--- src/rtl/core/skt_pkg.sv ---
package skt_pkg;

    // fixed widths of the command and response fields
    localparam int DAY_W    = 16;
    localparam int HANDLE_W = 16;
    localparam int POS_W    = 8;
    localparam int STATUS_W = 2;
    localparam int COUNT_W  = 5;

    localparam logic KIND_INSERT = 1'b0;
    localparam logic KIND_REMOVE = 1'b1;

    localparam logic [STATUS_W-1:0] ST_DONE      = 2'd0;
    localparam logic [STATUS_W-1:0] ST_EMPTY     = 2'd1;
    localparam logic [STATUS_W-1:0] ST_NOT_FOUND = 2'd2;
    localparam logic [STATUS_W-1:0] ST_FULL      = 2'd3;

    typedef struct packed {
        logic                load;
        logic                idx_from_count;
        logic                idx_from_pos;
        logic                rd_prev;
        logic                rd_next;
        logic                wr_shift;
        logic                wr_new;
        logic                idx_dec;
        logic                idx_inc;
        logic                cnt_inc;
        logic                cnt_dec;
        logic                set_status;
        logic [STATUS_W-1:0] status;
        logic                mark_at;
        logic                publish;
    } t_dp_cmd;

    typedef struct packed {
        logic kind;
        logic full;
        logic empty;
        logic bad_pos;
        logic idx_zero;
        logic idx_last;
        logic key_ge;
        logic out_free;
    } t_dp_stat;

endpackage

--- src/rtl/core/skt_ctrl.sv ---
module skt_ctrl (
    input  logic              i_clk,
    input  logic              i_rst_n,
    input  logic              i_cmd_valid,
    output logic              o_cmd_ready,
    input  skt_pkg::t_dp_stat i_stat,
    output skt_pkg::t_dp_cmd  o_cmd
);
    import skt_pkg::*;

    localparam logic [3:0] S_IDLE      = 4'd0;
    localparam logic [3:0] S_DECIDE    = 4'd1;
    localparam logic [3:0] S_INS_CHECK = 4'd2;
    localparam logic [3:0] S_INS_CMP   = 4'd3;
    localparam logic [3:0] S_INS_PLACE = 4'd4;
    localparam logic [3:0] S_RM_CHECK  = 4'd5;
    localparam logic [3:0] S_RM_MOVE   = 4'd6;
    localparam logic [3:0] S_RESULT    = 4'd7;

    logic [3:0] r_state;
    logic [3:0] n_state;

    always_ff @(posedge i_clk) begin
        if (!i_rst_n) begin
            r_state <= S_IDLE;
        end else begin
            r_state <= n_state;
        end
    end

    assign o_cmd_ready = (r_state == S_IDLE);

    always_comb begin
        n_state = r_state;
        o_cmd   = '0;
        case (r_state)
            S_IDLE: begin
                if (i_cmd_valid) begin
                    o_cmd.load = 1'b1;
                    n_state    = S_DECIDE;
                end
            end
            S_DECIDE: begin
                o_cmd.set_status = 1'b1;
                if (i_stat.kind == KIND_INSERT) begin
                    if (i_stat.full) begin
                        o_cmd.status = ST_FULL;
                        n_state      = S_RESULT;
                    end else begin
                        o_cmd.status         = ST_DONE;
                        o_cmd.idx_from_count = 1'b1;
                        n_state              = S_INS_CHECK;
                    end
                end else begin
                    if (i_stat.empty) begin
                        o_cmd.status = ST_EMPTY;
                        n_state      = S_RESULT;
                    end else if (i_stat.bad_pos) begin
                        o_cmd.status = ST_NOT_FOUND;
                        n_state      = S_RESULT;
                    end else begin
                        o_cmd.status       = ST_DONE;
                        o_cmd.idx_from_pos = 1'b1;
                        n_state            = S_RM_CHECK;
                    end
                end
            end
            // walk back from the tail, moving each larger-or-equal entry up
            S_INS_CHECK: begin
                if (i_stat.idx_zero) begin
                    n_state = S_INS_PLACE;
                end else begin
                    o_cmd.rd_prev = 1'b1;
                    n_state       = S_INS_CMP;
                end
            end
            S_INS_CMP: begin
                if (i_stat.key_ge) begin
                    o_cmd.wr_shift = 1'b1;
                    o_cmd.idx_dec  = 1'b1;
                    n_state        = S_INS_CHECK;
                end else begin
                    n_state = S_INS_PLACE;
                end
            end
            S_INS_PLACE: begin
                o_cmd.wr_new  = 1'b1;
                o_cmd.cnt_inc = 1'b1;
                o_cmd.mark_at = 1'b1;
                n_state       = S_RESULT;
            end
            // close the gap by pulling later entries down
            S_RM_CHECK: begin
                if (i_stat.idx_last) begin
                    o_cmd.cnt_dec = 1'b1;
                    n_state       = S_RESULT;
                end else begin
                    o_cmd.rd_next = 1'b1;
                    n_state       = S_RM_MOVE;
                end
            end
            S_RM_MOVE: begin
                o_cmd.wr_shift = 1'b1;
                o_cmd.idx_inc  = 1'b1;
                n_state        = S_RM_CHECK;
            end
            S_RESULT: begin
                if (i_stat.out_free) begin
                    o_cmd.publish = 1'b1;
                    n_state       = S_IDLE;
                end
            end
            default: begin
                n_state = S_IDLE;
            end
        endcase
    end

    a_publish_free: assert property (@(posedge i_clk) disable iff (!i_rst_n)
        o_cmd.publish |-> i_stat.out_free)
        else $error("response word published over a pending one");

    a_no_grow_full: assert property (@(posedge i_clk) disable iff (!i_rst_n)
        o_cmd.cnt_inc |-> !i_stat.full)
        else $error("insert completed into a full table");

    a_load_then_decide: assert property (@(posedge i_clk) disable iff (!i_rst_n)
        o_cmd.load |=> (r_state == S_DECIDE))
        else $error("accepted word not followed by decision");

endmodule

--- src/rtl/core/skt_datapath.sv ---
module skt_datapath #(
    parameter int DEPTH       = 16,
    parameter int KEY_BITS    = 16,
    parameter int HANDLE_BITS = 16
) (
    input  logic                            i_clk,
    input  logic                            i_rst_n,
    input  skt_pkg::t_dp_cmd                i_cmd,
    output skt_pkg::t_dp_stat               o_stat,
    input  logic                            i_kind,
    input  logic [skt_pkg::DAY_W-1:0]       i_entry_day,
    input  logic [skt_pkg::HANDLE_W-1:0]    i_task_handle,
    input  logic [skt_pkg::POS_W-1:0]       i_position,
    output logic                            o_rsp_valid,
    input  logic                            i_rsp_ready,
    output logic [skt_pkg::STATUS_W-1:0]    o_status,
    output logic [skt_pkg::COUNT_W-1:0]     o_entry_count,
    output logic [skt_pkg::COUNT_W-1:0]     o_inserted_at
);
    import skt_pkg::*;

    localparam int IDX_W  = (DEPTH > 1) ? $clog2(DEPTH) : 1;
    localparam int CNT_W  = $clog2(DEPTH + 1);
    localparam int WORD_W = KEY_BITS + HANDLE_BITS;
    localparam int CMP_W  = CNT_W + POS_W;

    logic [WORD_W-1:0]      mem [DEPTH];
    logic [WORD_W-1:0]      r_rd_data;
    logic [CNT_W-1:0]       r_count;
    logic [IDX_W-1:0]       r_idx;
    logic                   r_kind;
    logic [KEY_BITS-1:0]    r_key;
    logic [HANDLE_BITS-1:0] r_handle;
    logic [POS_W-1:0]       r_pos;
    logic [STATUS_W-1:0]    r_status;
    logic [COUNT_W-1:0]     r_at;
    logic                   r_out_valid;
    logic [STATUS_W-1:0]    r_out_status;
    logic [COUNT_W-1:0]     r_out_count;
    logic [COUNT_W-1:0]     r_out_at;
    logic [IDX_W-1:0]       rd_addr;
    logic [IDX_W:0]         idx_plus;

    assign idx_plus = {1'b0, r_idx} + (IDX_W + 1)'(1);
    assign rd_addr  = i_cmd.rd_prev ? (r_idx - IDX_W'(1)) : (r_idx + IDX_W'(1));

    // storage: one write and one registered read per cycle
    always_ff @(posedge i_clk) begin
        if (i_cmd.wr_new) begin
            mem[r_idx] <= {r_key, r_handle};
        end else if (i_cmd.wr_shift) begin
            mem[r_idx] <= r_rd_data;
        end
        if (i_cmd.rd_prev || i_cmd.rd_next) begin
            r_rd_data <= mem[rd_addr];
        end
    end

    // command word latch
    always_ff @(posedge i_clk) begin
        if (i_cmd.load) begin
            r_kind   <= i_kind;
            r_key    <= KEY_BITS'(i_entry_day);
            r_handle <= HANDLE_BITS'(i_task_handle);
            r_pos    <= i_position;
        end
    end

    always_ff @(posedge i_clk) begin
        if (i_cmd.idx_from_count) begin
            r_idx <= IDX_W'(r_count);
        end else if (i_cmd.idx_from_pos) begin
            r_idx <= IDX_W'(r_pos - POS_W'(1));
        end else if (i_cmd.idx_dec) begin
            r_idx <= r_idx - IDX_W'(1);
        end else if (i_cmd.idx_inc) begin
            r_idx <= r_idx + IDX_W'(1);
        end
        if (i_cmd.set_status) begin
            r_status <= i_cmd.status;
        end
        if (i_cmd.load) begin
            r_at <= '0;
        end else if (i_cmd.mark_at) begin
            r_at <= COUNT_W'(idx_plus);
        end
    end

    always_ff @(posedge i_clk) begin
        if (!i_rst_n) begin
            r_count <= '0;
        end else if (i_cmd.cnt_inc) begin
            r_count <= r_count + CNT_W'(1);
        end else if (i_cmd.cnt_dec) begin
            r_count <= r_count - CNT_W'(1);
        end
    end

    // response register, frees the walk from the consumer
    always_ff @(posedge i_clk) begin
        if (!i_rst_n) begin
            r_out_valid <= 1'b0;
        end else if (i_cmd.publish) begin
            r_out_valid <= 1'b1;
        end else if (i_rsp_ready) begin
            r_out_valid <= 1'b0;
        end
    end

    always_ff @(posedge i_clk) begin
        if (i_cmd.publish) begin
            r_out_status <= r_status;
            r_out_count  <= COUNT_W'(r_count);
            r_out_at     <= r_at;
        end
    end

    assign o_rsp_valid   = r_out_valid;
    assign o_status      = r_out_status;
    assign o_entry_count = r_out_count;
    assign o_inserted_at = r_out_at;

    always_comb begin
        o_stat          = '0;
        o_stat.kind     = r_kind;
        o_stat.full     = (r_count == CNT_W'(DEPTH));
        o_stat.empty    = (r_count == '0);
        o_stat.bad_pos  = (r_pos == '0) || (CMP_W'(r_pos) > CMP_W'(r_count));
        o_stat.idx_zero = (r_idx == '0);
        o_stat.idx_last = (CNT_W'(idx_plus) == r_count);
        o_stat.key_ge   = (r_rd_data[WORD_W-1:HANDLE_BITS] >= r_key);
        o_stat.out_free = !r_out_valid || i_rsp_ready;
    end

    a_count_bound: assert property (@(posedge i_clk) disable iff (!i_rst_n)
        r_count <= CNT_W'(DEPTH))
        else $error("entry count beyond table depth");

    a_publish_valid: assert property (@(posedge i_clk) disable iff (!i_rst_n)
        i_cmd.publish |=> r_out_valid)
        else $error("published response not presented");

    a_shift_order: assert property (@(posedge i_clk) disable iff (!i_rst_n)
        (i_cmd.wr_shift && r_kind == KIND_INSERT) |-> o_stat.key_ge)
        else $error("insert shifted a smaller key");

endmodule

--- src/rtl/core/sorted_key_table_top.sv ---
// channel | direction | handshake                 | payload
// cmd     | in        | i_cmd_valid / o_cmd_ready | i_kind i_entry_day i_task_handle i_position
// rsp     | out       | o_rsp_valid / i_rsp_ready | o_status o_entry_count o_inserted_at
//
// from acceptance to the next ready, a remove walks the moved entries and an insert does the
// same, then places the new entry, with one more read and compare when the walk stops on a
// smaller day; the walk over the entry memory takes one read and one write per moved entry
// a rejected command (full, empty, bad position) goes from the decision straight to the result step
// reset clears the entry count, the response valid flag and the control state only; no clearing pass
// a waiting response word stalls only the next command's final step
module sorted_key_table_top #(
    parameter int DEPTH       = 16,
    parameter int KEY_BITS    = 16,
    parameter int HANDLE_BITS = 16
) (
    input  logic                            i_clk,
    input  logic                            i_rst_n,
    input  logic                            i_cmd_valid,
    output logic                            o_cmd_ready,
    input  logic                            i_kind,
    input  logic [skt_pkg::DAY_W-1:0]       i_entry_day,
    input  logic [skt_pkg::HANDLE_W-1:0]    i_task_handle,
    input  logic [skt_pkg::POS_W-1:0]       i_position,
    output logic                            o_rsp_valid,
    input  logic                            i_rsp_ready,
    output logic [skt_pkg::STATUS_W-1:0]    o_status,
    output logic [skt_pkg::COUNT_W-1:0]     o_entry_count,
    output logic [skt_pkg::COUNT_W-1:0]     o_inserted_at
);
    import skt_pkg::*;

    t_dp_cmd  dp_cmd;
    t_dp_stat dp_stat;

    skt_ctrl u_ctrl (
        .i_clk       (i_clk),
        .i_rst_n     (i_rst_n),
        .i_cmd_valid (i_cmd_valid),
        .o_cmd_ready (o_cmd_ready),
        .i_stat      (dp_stat),
        .o_cmd       (dp_cmd)
    );

    skt_datapath #(
        .DEPTH       (DEPTH),
        .KEY_BITS    (KEY_BITS),
        .HANDLE_BITS (HANDLE_BITS)
    ) u_datapath (
        .i_clk         (i_clk),
        .i_rst_n       (i_rst_n),
        .i_cmd         (dp_cmd),
        .o_stat        (dp_stat),
        .i_kind        (i_kind),
        .i_entry_day   (i_entry_day),
        .i_task_handle (i_task_handle),
        .i_position    (i_position),
        .o_rsp_valid   (o_rsp_valid),
        .i_rsp_ready   (i_rsp_ready),
        .o_status      (o_status),
        .o_entry_count (o_entry_count),
        .o_inserted_at (o_inserted_at)
    );

endmodule
--- config.mk ---
export PLATFORM = sky130hd
export DESIGN_NAME = sorted_key_table_top
export DESIGN_NICKNAME = d
export VERILOG_FILES = /design/src/rtl/core/skt_pkg.sv /design/src/rtl/core/skt_ctrl.sv /design/src/rtl/core/skt_datapath.sv /design/src/rtl/core/sorted_key_table_top.sv
export SDC_FILE = /design/constraint.sdc
export NUM_CORES = 1
export LEC_CHECK = 0
export ABC_AREA = 1
export ABC_CLOCK_PERIOD_IN_PS = 3060
export BUFFER_PORTS_ARGS = -buffer_cell sky130_fd_sc_hd__buf_4
export CORE_ASPECT_RATIO = 0.7
export CORE_MARGIN = 2
export CORE_UTILIZATION = 50
export DETAILED_ROUTE_END_ITERATION = 16
export PLACE_DENSITY = 0.67
export SYNTH_ARGS = -nofsm -noshare
export SYNTH_HDL_FRONTEND = slang
export SYNTH_HIERARCHICAL = 1
export SYNTH_SLANG_ARGS = --single-unit
export TNS_END_PERCENT = 30
--- constraint.sdc ---
create_clock -name i_clk -period 3.06 [get_ports i_clk]
set_input_delay 0.612 -clock i_clk [delete_from_list [all_inputs] [get_ports i_clk]]
set_output_delay 0.612 -clock i_clk [all_outputs]
set_load 0.1 [all_outputs]
* Word level (Yosys, flattened, before mapping)
Memory sizes are Yosys's and may differ from the RTL's. A register that Yosys moved wholly into a read port is not among the register bits.
Index checks and enable logic that the tools add are counted.
** Word-level totals
- Flip-flop bits (word level) :: 74
- Memories kept :: 1
- RAM bits :: 512
** Memories
- u_datapath.mem :: words 16, width 32, read ports 1, clocked after Yosys merged registers in 1, wr ports 1, RTL line skt_datapath.sv:27 : logic [WORD_W-1:0] mem [DEPTH];
** Operators by class
- Eq/ne operators :: 11
- Muxes and demuxes :: 51
- Order comparisons :: 2
- Add/sub/neg operators :: 6
- Reduce and logical (&&, ||, !) cells :: 12
- Bitwise operators :: 1
** Operators with widths (count)
- 32-bit two-way mux :: 1
- 4-bit two-way mux :: 8
- 4-bit one-hot mux with 8 select lines :: 1
- 1-bit two-way mux :: 27
- 4-bit by 3-bit == test with 1-bit output (second input constant) :: 4
- 16-bit >= comparator :: 1
- 2-bit two-way mux :: 7
- 3-bit two-way mux :: 4
- 5-bit two-way mux :: 2
- 4-bit by 2-bit == test with 1-bit output (second input constant) :: 2
- 8-bit by 5-bit > comparator with 1-bit output :: 1
- 4-bit logical NOT :: 2
- 8-bit logical NOT :: 1
- 4-bit by 1-bit subtractor with 4-bit output (second input constant) :: 2
- 4-bit by 1-bit adder with 5-bit output (second input constant) :: 1
- 5-bit by 1-bit adder with 5-bit output (second input constant) :: 1
- 5-bit == test :: 1
- 5-bit == test (second input constant) :: 1
- 5-bit logical NOT :: 1
- 5-bit by 1-bit subtractor with 5-bit output (second input constant) :: 1
- 4-bit by 1-bit adder with 4-bit output (second input constant) :: 1
- 4-bit by 1-bit == test with 1-bit output (second input constant) :: 1
- 2-bit != test (second input constant) :: 2
- 2-bit nonzero test :: 2
- 6 further kinds :: 8

* Logic depth before layout (Yosys ltp)
- Word-level depth :: 8
- Gate-level depth with buffers :: 20

* Hierarchy
Netlist, hierarchy kept.
** By module, submodules not included
- skt_datapath :: cells an instance 1418, times used 1, sequential area each 9679.3 um2, area an instance 14330.0 um2
- skt_ctrl :: cells an instance 67, times used 1, sequential area each 60.1 um2, area an instance 409.1 um2

* Least setup slack after synthesis
Ideal clock, no wire load.
- Path type :: reg-to-reg
- Start point :: reg u_datapath.r_rd_data[27] (read register of u_datapath.mem)
- End point :: mem u_datapath/mem[0][16] (netlist name) (data pin)
- Cell stages (with the launch flop) :: 14
- Required time :: 2.730 ns
- Data arrival time :: 2.478 ns
- Path buffers :: 1
- Slack :: 0.252 ns
- Cell sequence :: edfxtp_1 ha_1 nand2_1 inv_1 nand3_1 nor3_1 nand2_1 nand3_1 nand2_1 nor2_2 or2_1 nand2_1 buf_1 o21ai_0
** RTL lines
- start, declared :: RTL line skt_datapath.sv:28 : logic [WORD_W-1:0] r_rd_data;
- end, declared :: RTL line skt_datapath.sv:27

==> summary.txt <==
Layout
  • Post-route cell area: 0.01712 mm2
  • Leading cell type in the layout, fill and taps excluded: sky130_fd_sc_hd__nand2_1
  • Fraction of final layout cells sized beyond drive strength 1: 11.49%
  • Area used by multi-input combinational logic: 0.004394 mm2
  • Storage element area: 0.009739 mm2
  • Number of cells in the finished layout apart from fillers: 1971
  • Relative area change from synthesis to final layout: 16.14%
  • # nets final: 1643
  • ANT cells: 0
  • Final-layout fill cell count: 2374
  • Commonest cells after routing, fill and taps aside: sky130_fd_sc_hd__nand2_1, sky130_fd_sc_hd__edfxtp_1, sky130_fd_sc_hd__buf_4

Timing
  • Max Slew Vio Count: 0
  • Crit share post-route: 94.47%
  • Time the final worst path needs with I/O delays and setup: 2.891 ns
  • Slew at the pin closest to its max-slew limit: 0.6951 ns
  • Setup repair after global routing missed its margin: yes
  • Relative slew slack: 53.66%
  • Worst Skew: 0.02927 ns
  • Final hold violation count: 0
  • Setup violation total in the final timing report: 0
  • Max Freq: 345.9 MHz

Worst setup path
  • Crit path largest cell delay: 0.41 ns
  • Critical path origin: u_datapath/r_rd_data[29]
  • WP data arrival: 3.26 ns
  • Required time at the endpoint of the critical path: 3.43 ns
  • Startpoint kind of the worst setup timing path: flip-flop
  • RR Startpoint: u_datapath/r_rd_data[29]
  • Worst path cell trace: ha_1, nand2_1, inv_1, o21bai_1, nand2_1, a21oi_1, nand3_1, nand2_1, nor2_2, or2_1, nand2_1, buf_12, buf_4, nor2_1, a21oi_1, buf_6
  • Cell type with the highest occurrence count on the critical path: sky130_fd_sc_hd__nand2_1
  • Cell type of the slowest stage on the worst timing path: sky130_fd_sc_hd__edfxtp_1
  • Crit path capture type: flip-flop
  • Largest fanout on the critical path: 16
  • Kind of critical path: reg2reg

Synthesis
  • Post-synthesis average cell area: 9.925 um2
  • Synth Instances: 1485
  • Async set or reset register ratio after synthesis: 0%
  • Net count after synthesis: 1561
  • Sequential cell area fraction in the yosys report: 66.08%
  • Count of unique library cells instantiated by Yosys: 39
  • Number of synthesized flops with an enable pin: 315
  • Register bit count reported by yosys: 329
  • Synthesized cell area: 0.01474 mm2
  • Main flop type after synthesis: sky130_fd_sc_hd__edfxtp_1
  • Total of warnings raised by yosys: 6

Clocking
  • Clock sink total: 329
  • Clock slew at the register clock pins of the worst setup and hold paths: 0.06 ns
  • Inserted Clock Buffers: 34
  • Htree depth: 2
  • Hold buffers post-CTS: 0
  • Longest Clk Path Bufs: 3
  • TritonCTS clock tree: yes
  • Clock root buffer: sky130_fd_sc_hd__clkbuf_16
  • Post-CTS Repair Setup Buffers: 0
  • Latest clock arrival within the worst-skew pair: 0.55 ns

Drt
  • Post-Route WL: 33170 um
  • First-pass iteration count of the detailed router: 5
  • Post-route antenna net violation count: 0
  • Routed vias/inst: 5.086
  • Number of design-rule violations left by the first detailed-router iteration: 1027
  • Total via count in the routed design: 10024
  • WL per Instance: 16.83 um
  • Number of remaining DRC errors: 0

Job
  • Number of maximum-capacitance constraint violations: 0

Floorplanning
  • CORE AREA: 0.02895 mm2
  • Die ar.: 0.03089 mm2
  • Standard-cell row count: 52
  • Top Ports: 59
  • Die Y-Extent: 147.7 um
  • Initial Utilization: 50.91%
  • X dimension of the die: 209.2 um

GRT
  • GRT Total Usage: 21.80%
  • Vias in the first global route: 9270
  • Largest net degree at the start of global routing: 134
  • Wire length of the first global-routing pass: 51670 um
  • Initial antenna violation count: 0
  • Residual overflow from global routing: 0

Placement
  • Detailed placement HPWL: 20050 um
  • Routability cong.: 0.8811
  • Cell Count Post-Placement: 1907
  • Quantity of I/O buffers inserted on ports: 42
  • Area of placed instances: 0.01592 mm2

Power and ir drop
  • Static power due to leakage: 7.371 nW
  • Share of total power in combinational logic: 36.7%
  • Switching power as a share of total power: 38.15%
  • VDD IR-drop max: 608.1 uV
  • Switching Power: 6.099 mW
  • Relative contribution of the clock network to total power: 25.7%
  • PD cells: 933.9 mW/mm2
  • Total internal power: 9.888 mW
  • Relative contribution of sequential cells to total power: 37.6%

Min path
  • Worst hold-check path type: in2reg
  • Hold wc startpoint: i_entry_day[14]

Status
  • Outcome: completed
[power by group through the flow]
stage	Sequential (mW)	Combinational, mW	Clock (mW)
after floorplan	6.05	3.73	0
after global placement	6.08	5.47	0
after detailed placement	6.10	5.57	0
after CTS	6.01	5.62	4.17
after global routing	6.05	6.60	4.35
final	6.01	5.87	4.11
[metrics by stage]
stage	TNS [ns]	setup slack, ns	power [mW]	util, %	hold WS (ns)
after global placement	-1.528	-0.06072	11.55	54.98	0.4030
final	0	0.1694	15.99	59.12	0.2511
after detailed placement	-8.067	-0.2638	11.67	54.98	0.4070
after floorplan	0	0.2517	9.775	-	0.4003
after CTS	0	0.1536	15.80	58.82	0.2341
after global routing	-6.690	-0.06941	17.00	59.12	0.2301
[area by class of cell]
type / instances / area share [%]
Clock buffer: 40 / 5.102
Clock inverter: 22 / 1.345
Inverter: 77 / 1.718
Multi-Input combinational cell: 1020 / 25.67
Sequential cell: 329 / 56.90
Tap cell: 378 / 2.763
Timing Repair Buffer: 105 / 6.505
[cells in the mapped netlist (all sizes together), types with 2 or more instances]
cell | number | share of area [%]
o21bai | 3 | 0.15
a21o | 2 | 0.10
a21oi | 38 | 1.3
nor3 | 7 | 0.31
or2 | 3 | 0.13
dfxtp | 14 | 1.9
o21ai | 12 | 0.48
ha | 30 | 2.5
inv | 77 | 2.0
edfxtp | 315 | 64
nand4 | 7 | 0.30
a211oi | 3 | 0.15
nand2 | 812 | 21
nand3 | 25 | 0.95
nor2 | 69 | 1.8
clkbuf | 5 | 0.13
buf | 54 | 2.2
[cells by family (layout without fill, tap and decap cells)]
family                     count (synthesis)  after routing  synth area share, %
adders and majority gates                 31             31                2.683
AOI/OAI and AO/OA                         61             61                2.360
and+or+nand+nor                          926            926                24.43
buffers and inverters                    136            244                4.329
xor gates and xnor gates                   2              2               0.1189
DFF                                      329            329                66.08
[worst max-delay path: cells and delay by family, from the launching register on]
| kind | cells | cell delay (ns) |
|---|---|---|
| buffers and inverters | 4 | 0.59 |
| DFF | 1 | 0.41 |
| AOI/OAI and AO/OA | 3 | 0.53 |
| and+or+nand+nor | 8 | 0.86 |
| adders and majority gates | 1 | 0.34 |
[per-layer routing]
metal	track usage, %	part of all wire [%]	vias to the layer above
met1	34.69	50	4654
met2	30.62	40	330
met4	4.929	1.3	0
li1	-	-	5006
met3	4.483	8.4	34
met5	0	0	-
[final timing paths]
| check | endpoint | slack (ns) | cells past startpoint |
|---|---|---|---|
| min | u_datapath/r_key[14] | 0.25 | 1 |
| min reg2reg | u_datapath/o_status[1] | 0.42 | 0 |
| max | u_datapath/mem[15][19] | 0.17 | 16 |
| max reg2reg | u_datapath/mem[15][19] | 0.17 | 16 |
[state kept, by name (all words and copies together), names as in the netlist, 2 cells and up]
register / cells
u_datapath/r_rd_data: 16
u_datapath/mem: 256
u_datapath/r_count: 5
u_ctrl/r_state: 3
u_datapath/o_status: 2
u_datapath/o_entry_count: 5
u_datapath/r_at: 5
u_datapath/r_key: 16
u_datapath/r_idx: 4
u_datapath/r_status: 2
u_datapath/o_inserted_at: 5
u_datapath/r_pos: 8
[what timing repair did]
action | CTS | global route
pin swaps | 0 | 0
setup endpoints to repair | 32 | 181
cloned | 0 | 2
gates resized for setup | 2 | 7
Note: power is estimated with default switching activity, not from simulation.
